<file path="src/design/cpf_pkg.sv">
// ---------------------------------------------------------------------------
// cpf_pkg
// Shared types, character codes and mod-11 helpers for the CPF validator.
// ---------------------------------------------------------------------------
package cpf_pkg;

  localparam logic [7:0] CH_DOT  = 8'h2E;
  localparam logic [7:0] CH_DASH = 8'h2D;
  localparam logic [7:0] CH_ZERO = 8'h30;
  localparam logic [7:0] CH_NINE = 8'h39;

  localparam logic [3:0] NUM_DIGITS = 4'd11;
  localparam logic [3:0] COUNT_SAT  = 4'd12;
  localparam logic [3:0] FIRST_LEN  = 4'd9;
  localparam logic [3:0] SECOND_LEN = 4'd10;
  localparam logic [3:0] WEIGHT1_TOP = 4'd10;
  localparam logic [3:0] WEIGHT2_TOP = 4'd11;

  // Character classes decided by the front end
  localparam logic [1:0] KIND_SEP   = 2'd0;
  localparam logic [1:0] KIND_DIGIT = 2'd1;
  localparam logic [1:0] KIND_BAD   = 2'd2;

  typedef struct packed {
    logic [1:0] kind;
    logic [3:0] digit;
    logic       last;
  } cpf_item_t;

  // x mod 11 for an 8-bit value: reciprocal multiply, then one correction
  function automatic logic [3:0] mod11(input logic [7:0] x);
    logic [16:0] prod;
    logic [4:0]  quo;
    logic [8:0]  rem;
    prod = 17'(x) * 17'd373;
    quo  = prod[16:12];
    rem  = 9'(x) - 9'(quo) * 9'd11;
    if (rem >= 9'd11) begin
      rem = rem - 9'd11;
    end
    return rem[3:0];
  endfunction

  // (sum*10) mod 11 with 10 mapped to 0, from the residue m = sum mod 11
  function automatic logic [3:0] check_of(input logic [3:0] m);
    logic [3:0] r;
    if (m == 4'd0 || m == 4'd1) begin
      r = 4'd0;
    end else begin
      r = 4'd11 - m;
    end
    return r;
  endfunction

endpackage

</file>
<file path="src/design/cpf_if.sv">
// ---------------------------------------------------------------------------
// cpf_char_if / cpf_res_if
// Valid/ready channels for the character stream and the verdict stream.
// ---------------------------------------------------------------------------
interface cpf_char_if;
  logic       valid;
  logic       ready;
  logic [7:0] char_code;
  logic       last;

  modport source (output valid, output char_code, output last, input ready);
  modport sink   (input valid, input char_code, input last, output ready);
endinterface

interface cpf_res_if;
  logic valid;
  logic ready;
  logic valid_res;

  modport source (output valid, output valid_res, input ready);
  modport sink   (input valid, input valid_res, output ready);
endinterface

</file>
<file path="src/design/cpf_front.sv">
// ---------------------------------------------------------------------------
// cpf_front
// Classify each incoming character and push it into the queue.
// ---------------------------------------------------------------------------
module cpf_front (
  input  logic             rst,
  cpf_char_if.sink         char_in,
  output logic             push_valid,
  input  logic             push_ready,
  output cpf_pkg::cpf_item_t push_item
);
  import cpf_pkg::*;

  logic is_sep;
  logic is_digit;

  assign is_sep   = (char_in.char_code == CH_DOT) || (char_in.char_code == CH_DASH);
  assign is_digit = (char_in.char_code >= CH_ZERO) && (char_in.char_code <= CH_NINE);

  always_comb begin
    push_item.digit = char_in.char_code[3:0];
    push_item.last  = char_in.last;
    priority if (is_sep) begin
      push_item.kind = KIND_SEP;
    end else if (is_digit) begin
      push_item.kind = KIND_DIGIT;
    end else begin
      push_item.kind = KIND_BAD;
    end
  end

  // Drop traffic while reset is held
  assign push_valid    = char_in.valid & ~rst;
  assign char_in.ready = push_ready & ~rst;

endmodule

</file>
<file path="src/design/cpf_queue.sv">
// ---------------------------------------------------------------------------
// cpf_queue
// Small FIFO of classified characters between front and back.
// ---------------------------------------------------------------------------
module cpf_queue #(
  parameter int DEPTH = 4
) (
  input  logic               clk,
  input  logic               rst,
  input  logic               push_valid,
  output logic               push_ready,
  input  cpf_pkg::cpf_item_t push_item,
  output logic               pop_valid,
  input  logic               pop_ready,
  output cpf_pkg::cpf_item_t pop_item
);
  import cpf_pkg::*;

  localparam int PTR_W = (DEPTH > 1) ? $clog2(DEPTH) : 1;
  localparam int CNT_W = $clog2(DEPTH + 1);

  cpf_item_t          slots [DEPTH];
  logic [PTR_W-1:0]   wr_ptr;
  logic [PTR_W-1:0]   rd_ptr;
  logic [CNT_W-1:0]   count;
  logic               do_push;
  logic               do_pop;

  assign push_ready = (count != CNT_W'(DEPTH));
  assign pop_valid  = (count != '0);
  assign pop_item   = slots[rd_ptr];
  assign do_push    = push_valid & push_ready;
  assign do_pop     = pop_valid & pop_ready;

  always_ff @(posedge clk) begin
    if (do_push) begin
      slots[wr_ptr] <= push_item;
    end
  end

  always_ff @(posedge clk) begin
    if (rst) begin
      wr_ptr <= '0;
      rd_ptr <= '0;
      count  <= '0;
    end else begin
      if (do_push) begin
        wr_ptr <= (wr_ptr == PTR_W'(DEPTH - 1)) ? '0 : wr_ptr + 1'b1;
      end
      if (do_pop) begin
        rd_ptr <= (rd_ptr == PTR_W'(DEPTH - 1)) ? '0 : rd_ptr + 1'b1;
      end
      if (do_push && !do_pop) begin
        count <= count + 1'b1;
      end else if (do_pop && !do_push) begin
        count <= count - 1'b1;
      end
    end
  end

endmodule

</file>
<file path="src/design/cpf_back.sv">
// ---------------------------------------------------------------------------
// cpf_back
// Accumulate digit state, decide the verdict on the last character.
// ---------------------------------------------------------------------------
module cpf_back (
  input  logic               clk,
  input  logic               rst,
  input  logic               pop_valid,
  output logic               pop_ready,
  input  cpf_pkg::cpf_item_t pop_item,
  cpf_res_if.source          res_out
);
  import cpf_pkg::*;

  logic [3:0] digit_count,    digit_count_next;
  logic [3:0] first_digit,    first_digit_next;
  logic       all_same,       all_same_next;
  logic       bad_char,       bad_char_next;
  logic [3:0] sum_first,      sum_first_next;   // residue mod 11
  logic [3:0] sum_second,     sum_second_next;  // residue mod 11
  logic [3:0] tenth_digit,    tenth_digit_next;
  logic [3:0] eleventh_digit, eleventh_digit_next;
  logic       out_valid;
  logic       out_data;
  logic       do_pop;
  logic       verdict;
  logic [7:0] term_first;
  logic [7:0] term_second;

  assign pop_ready = ~out_valid | res_out.ready;
  assign do_pop    = pop_valid & pop_ready;

  assign term_first  = 8'(pop_item.digit) * 8'(WEIGHT1_TOP - digit_count) + 8'(sum_first);
  assign term_second = 8'(pop_item.digit) * 8'(WEIGHT2_TOP - digit_count) + 8'(sum_second);

  always_comb begin
    digit_count_next    = digit_count;
    first_digit_next    = first_digit;
    all_same_next       = all_same;
    bad_char_next       = bad_char;
    sum_first_next      = sum_first;
    sum_second_next     = sum_second;
    tenth_digit_next    = tenth_digit;
    eleventh_digit_next = eleventh_digit;
    unique case (pop_item.kind)
      KIND_SEP: begin
      end
      KIND_DIGIT: begin
        if (digit_count == 4'd0) begin
          first_digit_next = pop_item.digit;
        end else if (digit_count < NUM_DIGITS && pop_item.digit != first_digit) begin
          all_same_next = 1'b0;
        end
        if (digit_count < FIRST_LEN) begin
          sum_first_next = mod11(term_first);
        end
        if (digit_count < SECOND_LEN) begin
          sum_second_next = mod11(term_second);
        end
        if (digit_count == FIRST_LEN) begin
          tenth_digit_next = pop_item.digit;
        end
        if (digit_count == SECOND_LEN) begin
          eleventh_digit_next = pop_item.digit;
        end
        if (digit_count < COUNT_SAT) begin
          digit_count_next = digit_count + 1'b1;
        end
      end
      default: begin
        bad_char_next = 1'b1;
      end
    endcase
  end

  assign verdict = (digit_count_next == NUM_DIGITS) && !bad_char_next && !all_same_next &&
                   (check_of(sum_first_next) == tenth_digit_next) &&
                   (check_of(sum_second_next) == eleventh_digit_next);

  always_ff @(posedge clk) begin
    if (rst) begin
      digit_count    <= '0;
      first_digit    <= '0;
      all_same       <= 1'b1;
      bad_char       <= 1'b0;
      sum_first      <= '0;
      sum_second     <= '0;
      tenth_digit    <= '0;
      eleventh_digit <= '0;
    end else if (do_pop) begin
      if (pop_item.last) begin
        digit_count    <= '0;
        first_digit    <= '0;
        all_same       <= 1'b1;
        bad_char       <= 1'b0;
        sum_first      <= '0;
        sum_second     <= '0;
        tenth_digit    <= '0;
        eleventh_digit <= '0;
      end else begin
        digit_count    <= digit_count_next;
        first_digit    <= first_digit_next;
        all_same       <= all_same_next;
        bad_char       <= bad_char_next;
        sum_first      <= sum_first_next;
        sum_second     <= sum_second_next;
        tenth_digit    <= tenth_digit_next;
        eleventh_digit <= eleventh_digit_next;
      end
    end
  end

  // Output register: hold the verdict until taken
  always_ff @(posedge clk) begin
    if (rst) begin
      out_valid <= 1'b0;
    end else if (do_pop && pop_item.last) begin
      out_valid <= 1'b1;
    end else if (res_out.ready) begin
      out_valid <= 1'b0;
    end
  end

  always_ff @(posedge clk) begin
    if (do_pop && pop_item.last) begin
      out_data <= verdict;
    end
  end

  assign res_out.valid     = out_valid;
  assign res_out.valid_res = out_data;

endmodule

</file>
<file path="src/design/cpf_check_digit_validator_core.sv">
// ---------------------------------------------------------------------------
// cpf_check_digit_validator_core
// CPF mod-11 check-digit validator over a character stream.
// ---------------------------------------------------------------------------
// Verdict path: the last character is written into the queue, the back end
//   pops it and registers the verdict in the output register, which offers
//   it until a ready receiver takes it.
// Throughput: 1 character per cycle while the queue is not full.
// Reset: synchronous rst empties the queue, clears the digit state and drops
//   the output; no characters are taken while rst is high.
// ---------------------------------------------------------------------------
module cpf_check_digit_validator_core #(
  parameter int QUEUE_DEPTH = 4
) (
  input  logic      clk,
  input  logic      rst,
  cpf_char_if.sink  char_in,
  cpf_res_if.source res_out
);
  import cpf_pkg::*;

  // Front end -> queue
  logic      push_valid;
  logic      push_ready;
  cpf_item_t push_item;

  // Queue -> back end
  logic      pop_valid;
  logic      pop_ready;
  cpf_item_t pop_item;

  // Classify each character as separator, digit or bad character.
  cpf_front u_front (
    .rst        (rst),
    .char_in    (char_in),
    .push_valid (push_valid),
    .push_ready (push_ready),
    .push_item  (push_item)
  );

  // Decouple the input transaction from a stalled verdict: the front end keeps
  // taking characters while the back end waits on the output, until the queue fills.
  cpf_queue #(
    .DEPTH (QUEUE_DEPTH)
  ) u_queue (
    .clk        (clk),
    .rst        (rst),
    .push_valid (push_valid),
    .push_ready (push_ready),
    .push_item  (push_item),
    .pop_valid  (pop_valid),
    .pop_ready  (pop_ready),
    .pop_item   (pop_item)
  );

  // Advance the running sums (kept as residues mod 11), the count, the first
  // digit and the stored check digits; on the last character, register the
  // verdict and return the state to its reset values.
  cpf_back u_back (
    .clk       (clk),
    .rst       (rst),
    .pop_valid (pop_valid),
    .pop_ready (pop_ready),
    .pop_item  (pop_item),
    .res_out   (res_out)
  );

endmodule

</file>
<file path="src/flat_wrapper.sv">
// flat-port wrapper written by rule: the top's interface ports become plain ports
module cpf_check_digit_validator_core_flat import cpf_pkg::*;
#(
  parameter int QUEUE_DEPTH = 4
)
  (clk, rst, char_in_valid, char_in_char_code, char_in_last, char_in_ready, res_out_valid, res_out_valid_res, res_out_ready);
  cpf_char_if char_in_i ();
  cpf_res_if res_out_i ();
  input  logic clk;
  input  logic rst;
  input wire logic [$bits(char_in_i.valid)-1:0] char_in_valid;
  input wire logic [$bits(char_in_i.char_code)-1:0] char_in_char_code;
  input wire logic [$bits(char_in_i.last)-1:0] char_in_last;
  output wire logic [$bits(char_in_i.ready)-1:0] char_in_ready;
  output wire logic [$bits(res_out_i.valid)-1:0] res_out_valid;
  output wire logic [$bits(res_out_i.valid_res)-1:0] res_out_valid_res;
  input wire logic [$bits(res_out_i.ready)-1:0] res_out_ready;
  assign char_in_i.valid = char_in_valid;
  assign char_in_i.char_code = char_in_char_code;
  assign char_in_i.last = char_in_last;
  assign char_in_ready = char_in_i.ready;
  assign res_out_valid = res_out_i.valid;
  assign res_out_valid_res = res_out_i.valid_res;
  assign res_out_i.ready = res_out_ready;
  cpf_check_digit_validator_core #(.QUEUE_DEPTH(QUEUE_DEPTH)) u_core (.clk(clk), .rst(rst), .char_in(char_in_i), .res_out(res_out_i));
endmodule
</file>
<file path="config.mk">
export PLATFORM = sky130hd
export DESIGN_NAME = cpf_check_digit_validator_core_flat
export DESIGN_NICKNAME = d
export VERILOG_FILES = /design/src/design/cpf_pkg.sv /design/src/design/cpf_if.sv /design/src/design/cpf_front.sv /design/src/design/cpf_queue.sv /design/src/design/cpf_back.sv /design/src/design/cpf_check_digit_validator_core.sv /design/src/flat_wrapper.sv
export SDC_FILE = /design/constraint.sdc
export NUM_CORES = 1
export LEC_CHECK = 0
export BUFFER_PORTS_ARGS = -buffer_cell sky130_fd_sc_hd__buf_2
export CAP_MARGIN = 25
export CELL_PAD_IN_SITES_DETAIL_PLACEMENT = 1
export CELL_PAD_IN_SITES_GLOBAL_PLACEMENT = 2
export CORE_ASPECT_RATIO = 0.6
export CORE_MARGIN = 2
export CORE_UTILIZATION = 35
export CTS_BUF_LIST = sky130_fd_sc_hd__clkbuf_16
export CTS_CLUSTER_SIZE = 20
export DETAILED_ROUTE_END_ITERATION = 12
export PLACE_DENSITY_LB_ADDON = 0.1
export SLEW_MARGIN = 5
export SYNTH_ARGS = -nofsm -noshare
export SYNTH_HDL_FRONTEND = slang
export SYNTH_SLANG_ARGS = --single-unit
</file>
<file path="constraint.sdc">
create_clock -name clk -period 13.5 [get_ports clk]
set_input_delay 0 -clock clk [delete_from_list [all_inputs] [get_ports clk]]
set_output_delay 0 -clock clk [all_outputs]
set_load 0.01 [all_outputs]
</file>
==> reports/metrics.cfg, run 1 <==
[min_path]
min_from=char_in_char_code[5]
min_path_cells=2
hold_path_class=input pin to flop
hold_end=u_core.u_queue.slots[2][6]

[drt]
drc=0
wl_met2_mm=8.21
wirelength_mm=22.3
ant_nets=0
post_drt_wl_per_cell_um=17.1
drt_iter0_markers=291
m1WireLength_mm=12.7
viasPerCell=5.02
drt_pass1_iterations=4
dr_total_vias=6565
met3WireLength_mm=1.33
top_layer=met4

[timing]
fmax_ghz=0.0792
skew_ps=7.26
hold_viol_final=0
slew_viol_final=0
rsz0062_at_grt=no
period_minus_slack_ps=12620
period_share=0.935
setup_violations=0
worst_pin_slew_ps=1000
max_slew_margin=0.330

[global_route]
grt_overflow=0
antenna_found_initial=0
grt_pass1_wl_mm=36.9
grt_pass1_vias=6693
grt.total_usage=0.175
grt_max_degree=36

[die]
rows=45
initial_core_util=0.355
die_y_um=128
fp.dieArea_um2=26900
core_um2=25200
die_x_um=210
io_pins=16

[cells_and_area]
postLayoutCellArea_um2=9830
layout_common_cells=inv_1 (181), ha_1 (161), nor2_1 (76)
diodes=0
final_nets=1218
synthToLayoutAreaGrowth_pct=9.90
layout_commonest_cell=inv_1
layout-drive-gt1-share=0.0971

[clock_tree]
cts-buffers-inserted=9
clock_sinks=65
clk_latency_ps=340
path_clk_slew_ps=60
htree_levels=3
clock-root-buffer=clkbuf_16
clk_path_buf_depth=2
tritoncts=built

[critical_path]
cp-start-kind=flop
ff2ff_path_depth=49
crit_buf_inv=8
rrSetupSlack_ps=880
critPathMostFrequentCell=ha_1
crit_path_max_incr_delay_ps=540
path_delay_family=adder cells
path_class=flop to flop
r2r-start=u_core.u_back.digit_count[2]
cp.arrival_ps=12830
worst-path-max-fanout=12
worst_setup_path_end_kind=flop
cp_data_required_time_ps=13710
r2r_end=u_core.u_back.res_out.valid_res
slowest_stage=fa_1

[yosys]
yosysTopAreaCell=ha_1
async_flop_share=0
synth_top_area_frac=0.225
synth_edf_count=29
syn_area_um2=8950
synthTopCellsByArea=ha_1 (23%), fa_1 (16%), edfxtp_1 (9.7%)
syn-num-nets=1192
synth_seq_cells=65
synthCells=947
yosysUniqueCellTypes=83
synth_seq_area_share=0.178
ys.flop_type=dfxtp_1
syn-mean-instance-area_um2=9.45
yosysWarnings=0

[place]
place.gp.congestion=0.816
postPlaceCellArea_um2=9430
dp_hpwl_mm=18.7
io_buffers=15

[job]
cap_violations=0

[outcome]
status=complete, no violations

==> repair_timing <==
action,in CTS,in global routing
resized for setup,2,15
endpoints found under the hold margin,21,0
endpoints found under the setup margin,1,1
buffers inserted,0,1
hold buffers,6,0
==> synthesized netlist by cell type (6+ instances only) <==
master	number
o21a_1	12
clkbuf_1	13
a21o_1	19
xnor2_1	30
xor2_1	17
o21ai_0	26
nor2b_1	6
a32oi_1	7
ha_1	161
nand3_1	8
mux2i_1	16
fa_1	71
nor2_1	77
o21bai_1	6
a22oi_1	11
inv_1	180
and2_1	11
a211oi_1	6
a21oi_1	28
nor3_1	14
and3_1	12
nand2_1	28
nand2b_1	13
edfxtp_1	29
dfxtp_1	36
==> stage by stage <==
stage	instances	TNS, ps	utilization	hold WS (ps)	worst slack (ps)
floorplan	947	0	-	98.9	1540
global placement	1284	0	0.374	225	60.7
detailed placement	1284	-20.9	0.374	230	-20.9
CTS	1306	0	0.387	9.43	132
global route	1307	0	0.390	42.6	47.3
finish	1307	0	0.390	25.9	880
==> kinds of logic (layout without fill, tap and decap cells) <==
logic type	count (synthesis)	in the layout	synth area share
XOR/XNOR	49	49	0.0505
buffers and inverters	201	232	0.0873
AND/OR/NAND/NOR	198	198	0.112
flip-flops	65	65	0.178
adder cells (fa/ha/maj)	232	232	0.384
multiplexers	26	26	0.0372
AO/OA/AOI/OAI	176	176	0.151
==> registers in the layout (all words and copies together) (netlist names), named ones only <==
signal,flops
u_core.u_back.all_same,1
u_core.u_back.bad_char,1
u_core.u_back.digit_count,4
u_core.u_back.eleventh_digit,4
u_core.u_back.first_digit,4
u_core.u_back.res_out.valid,1
u_core.u_back.res_out.valid_res,1
u_core.u_back.sum_first,4
u_core.u_back.sum_second,4
u_core.u_back.tenth_digit,4
u_core.u_queue.count,3
u_core.u_queue.rd_ptr,2
u_core.u_queue.slots,28
u_core.u_queue.wr_ptr,2
==> worst register-to-register path, delay by kind of cell, from the launching register on <==
| kind | cells | cell delay [ps] |
|---|---|---|
| AO/OA/AOI/OAI | 13 | 2860 |
| buffers and inverters | 8 | 910 |
| AND/OR/NAND/NOR | 11 | 1740 |
| XOR/XNOR | 2 | 490 |
| flip-flops | 1 | 470 |
| adder cells (fa/ha/maj) | 15 | 5990 |
==> how the worst max path moves through the flow <==
stage                                 startpoint                               to  slack [ps]  cells past startpoint
floorplan                                   flop  u_core.u_back.res_out.valid_res        1540                     47
global placement    u_core.u_back.digit_count[2]  u_core.u_back.res_out.valid_res          60                     48
detailed placement  u_core.u_back.digit_count[2]  u_core.u_back.res_out.valid_res         -20                     49
CTS                 u_core.u_back.digit_count[2]  u_core.u_back.res_out.valid_res         130                     49
global route        u_core.u_back.digit_count[2]  u_core.u_back.res_out.valid_res          50                     50
finish              u_core.u_back.digit_count[2]  u_core.u_back.res_out.valid_res         880                     49
==> area by class of cell <==
| class | instances | area (µm²) |
|---|---|---|
| sequential | 65 | 1600 |
| multi-input combinational | 681 | 6640 |
| clock buffer | 9 | 225 |
| inverter | 180 | 676 |
| fill | 2907 | 15400 |
| tap | 329 | 412 |
| clock inverter | 7 | 38.8 |
| timing repair buffer | 36 | 248 |
==> routing by layer <==
metal / track usage / up-vias
li1: - / 3281
met1: 0.287 / 3199
met2: 0.232 / 73
met3: 0.0399 / 12
met4: 0.0186 / 0
met5: 0 / -
Power of run 1 is not shown: default switching activity piles up to over one toggle a cycle in this logic, so the estimate is an artifact.
==> inputs of run 2 (changes only) <==
==> constraint.sdc (replaced) <==
create_clock -name clk -period 10.2 [get_ports clk]
set_input_delay 0 -clock clk [delete_from_list [all_inputs] [get_ports clk]]
set_output_delay 0 -clock clk [all_outputs]
set_load 0.01 [all_outputs]
==> reports/metrics.cfg, run 2 (same netlist as run 1, synthesis figures left out) <==
[drt]
viasPerCell=4.91
drt_pass1_iterations=5
drc=0
drt_iter0_markers=295
ant_nets=0
dr_total_vias=7353
post_drt_wl_per_cell_um=16.5
wirelength_mm=24.7

[die]
initial_core_util=0.355
io_pins=16
die_x_um=210
core_um2=25200
fp.dieArea_um2=26900
rows=45
die_y_um=128

[cells_and_area]
diodes=0
layout-drive-gt1-share=0.326
largest_reg_flops=28
fillCellCount=2837
layout_common_cells=buf_4 (187), inv_1 (162), ha_1 (138)
final_nets=1408
layout_commonest_cell=buf_4
multi_input_area_um2=7300
seq_area_um2=1600
stdcell_count=1497
top_register=u_core.u_queue.slots
postLayoutCellArea_um2=12000
synthToLayoutAreaGrowth_pct=34.2

[global_route]
grt_pass1_vias=7831
grt_pass1_wl_mm=41.0
grt.total_usage=0.193
grt_overflow=0
grt_max_degree=36
antenna_found_initial=1

[timing]
period_share=1.12
period_minus_slack_ps=11380
slew_viol_final=0
fmax_ghz=0.0878
rsz0062_at_grt=yes
setup_slack_ps=-1180
hold_viol_final=0
worst_pin_slew_ps=758
setup_violations=8
tns_ps=-2650
max_slew_margin=0.494
skew_ps=11.9

[clock_tree]
clk_path_buf_depth=2
cts-buffers-inserted=9
htree_levels=3
clk_latency_ps=350
tritoncts=built
path_clk_slew_ps=60
clock-root-buffer=clkbuf_16
clock_sinks=65

[place]
postPlaceCellArea_um2=10900
dp_slack_ps=-1760
place.gp.congestion=0.828
io_buffers=15
placedCellCount=1438
dp_hpwl_mm=20.5

[critical_path]
cp_data_required_time_ps=10410
critPathMostFrequentCell=fa_1
rrSetupSlack_ps=-1180
cp.arrival_ps=11590
path_class=flop to flop
r2r_end=u_core.u_back.res_out.valid_res
endpoint=u_core.u_back.res_out.valid_res
worst-path-max-fanout=6
worst_setup_path_end_kind=flop
crit_path_max_incr_delay_ps=580
slowest_stage=mux4_2
ff2ff_path_depth=49
cp-start-kind=flop

[job]
cap_violations=0

[outcome]
status=finished with violations
failed_checks=negative setup slack

[min_path]
hold_path_class=input pin to flop

-- run 2: cell count changes in the layout (fill, tap and decap cells not counted), moves of 6 or more --
cell | before | now
buf_6 | 0 | 16
ha_1 | 161 | 138
buf_4 | 15 | 187
a21oi_1 | 27 | 20
nor2_2 | 0 | 6
ha_4 | 0 | 20
a21oi_2 | 2 | 8
xnor2_1 | 28 | 22
inv_1 | 181 | 162
inv_2 | 0 | 19
nor2_1 | 76 | 68
-- run 2: final cells by class --
cell class,instances,area share
Multi-Input combinational cell,681,0.608
Tap cell,329,0.0343
Clock buffer,9,0.0188
Inverter,180,0.0563
Clock inverter,7,0.00385
Timing Repair Buffer,226,0.146
Sequential cell,65,0.133
-- run 2: what timing repair did --
item	4_1_cts	5_1_grt
hold buffers	6	0
endpoints found under the hold margin	21	0
buffers inserted	31	11
pin swaps	68	55
setup endpoints to repair	9	9
gates resized for setup	57	55
-- run 2: per-layer routing --
metal  GRT usage  up-vias  wire length, µm
li1            -     3653                -
met1       0.317     3620            14200
met2       0.272       68             9650
met3      0.0228       12              736
met4      0.0174        0               97
met5           0        -                0
-- run 2: how the worst min path moves through the flow --
stage | startpoint | end | slack [ps] | cells after the start
after floorplan | char_in_last | u_core.u_queue.slots[0][0] | 100 | 0
after global routing | char_in_char_code[5] | u_core.u_queue.slots[1][6] | 30 | 2
final | char_in_char_code[5] | u_core.u_queue.slots[1][6] | 10 | 2
after CTS | char_in_char_code[5] | u_core.u_queue.slots[1][6] | 30 | 2
after global placement | char_in_last | u_core.u_queue.slots[2][0] | 230 | 1
after detailed placement | char_in_last | u_core.u_queue.slots[3][0] | 230 | 1
-- run 2: worst max-delay path: cells and delay by family, from the launching register on --
family	cells	cell delay [ps]
xor gates and xnor gates	2	340
adders and majority gates	14	5060
AOI/OAI and AO/OA	14	2560
muxes	1	580
DFF	1	380
and+or+nand+nor	8	1570
buffers and inverters	10	750
-- run 2: per-stage QoR --
stage | utilization | hold WS (ps)
4_1_cts | 0.464 | 25.2
3_5_place_dp | 0.431 | 225
6_report | 0.476 | 12.7
3_3_place_gp | 0.431 | 228
2_1_floorplan | - | 98.9
5_1_grt | 0.476 | 27.7
Power of run 2 is left out for the same reason.
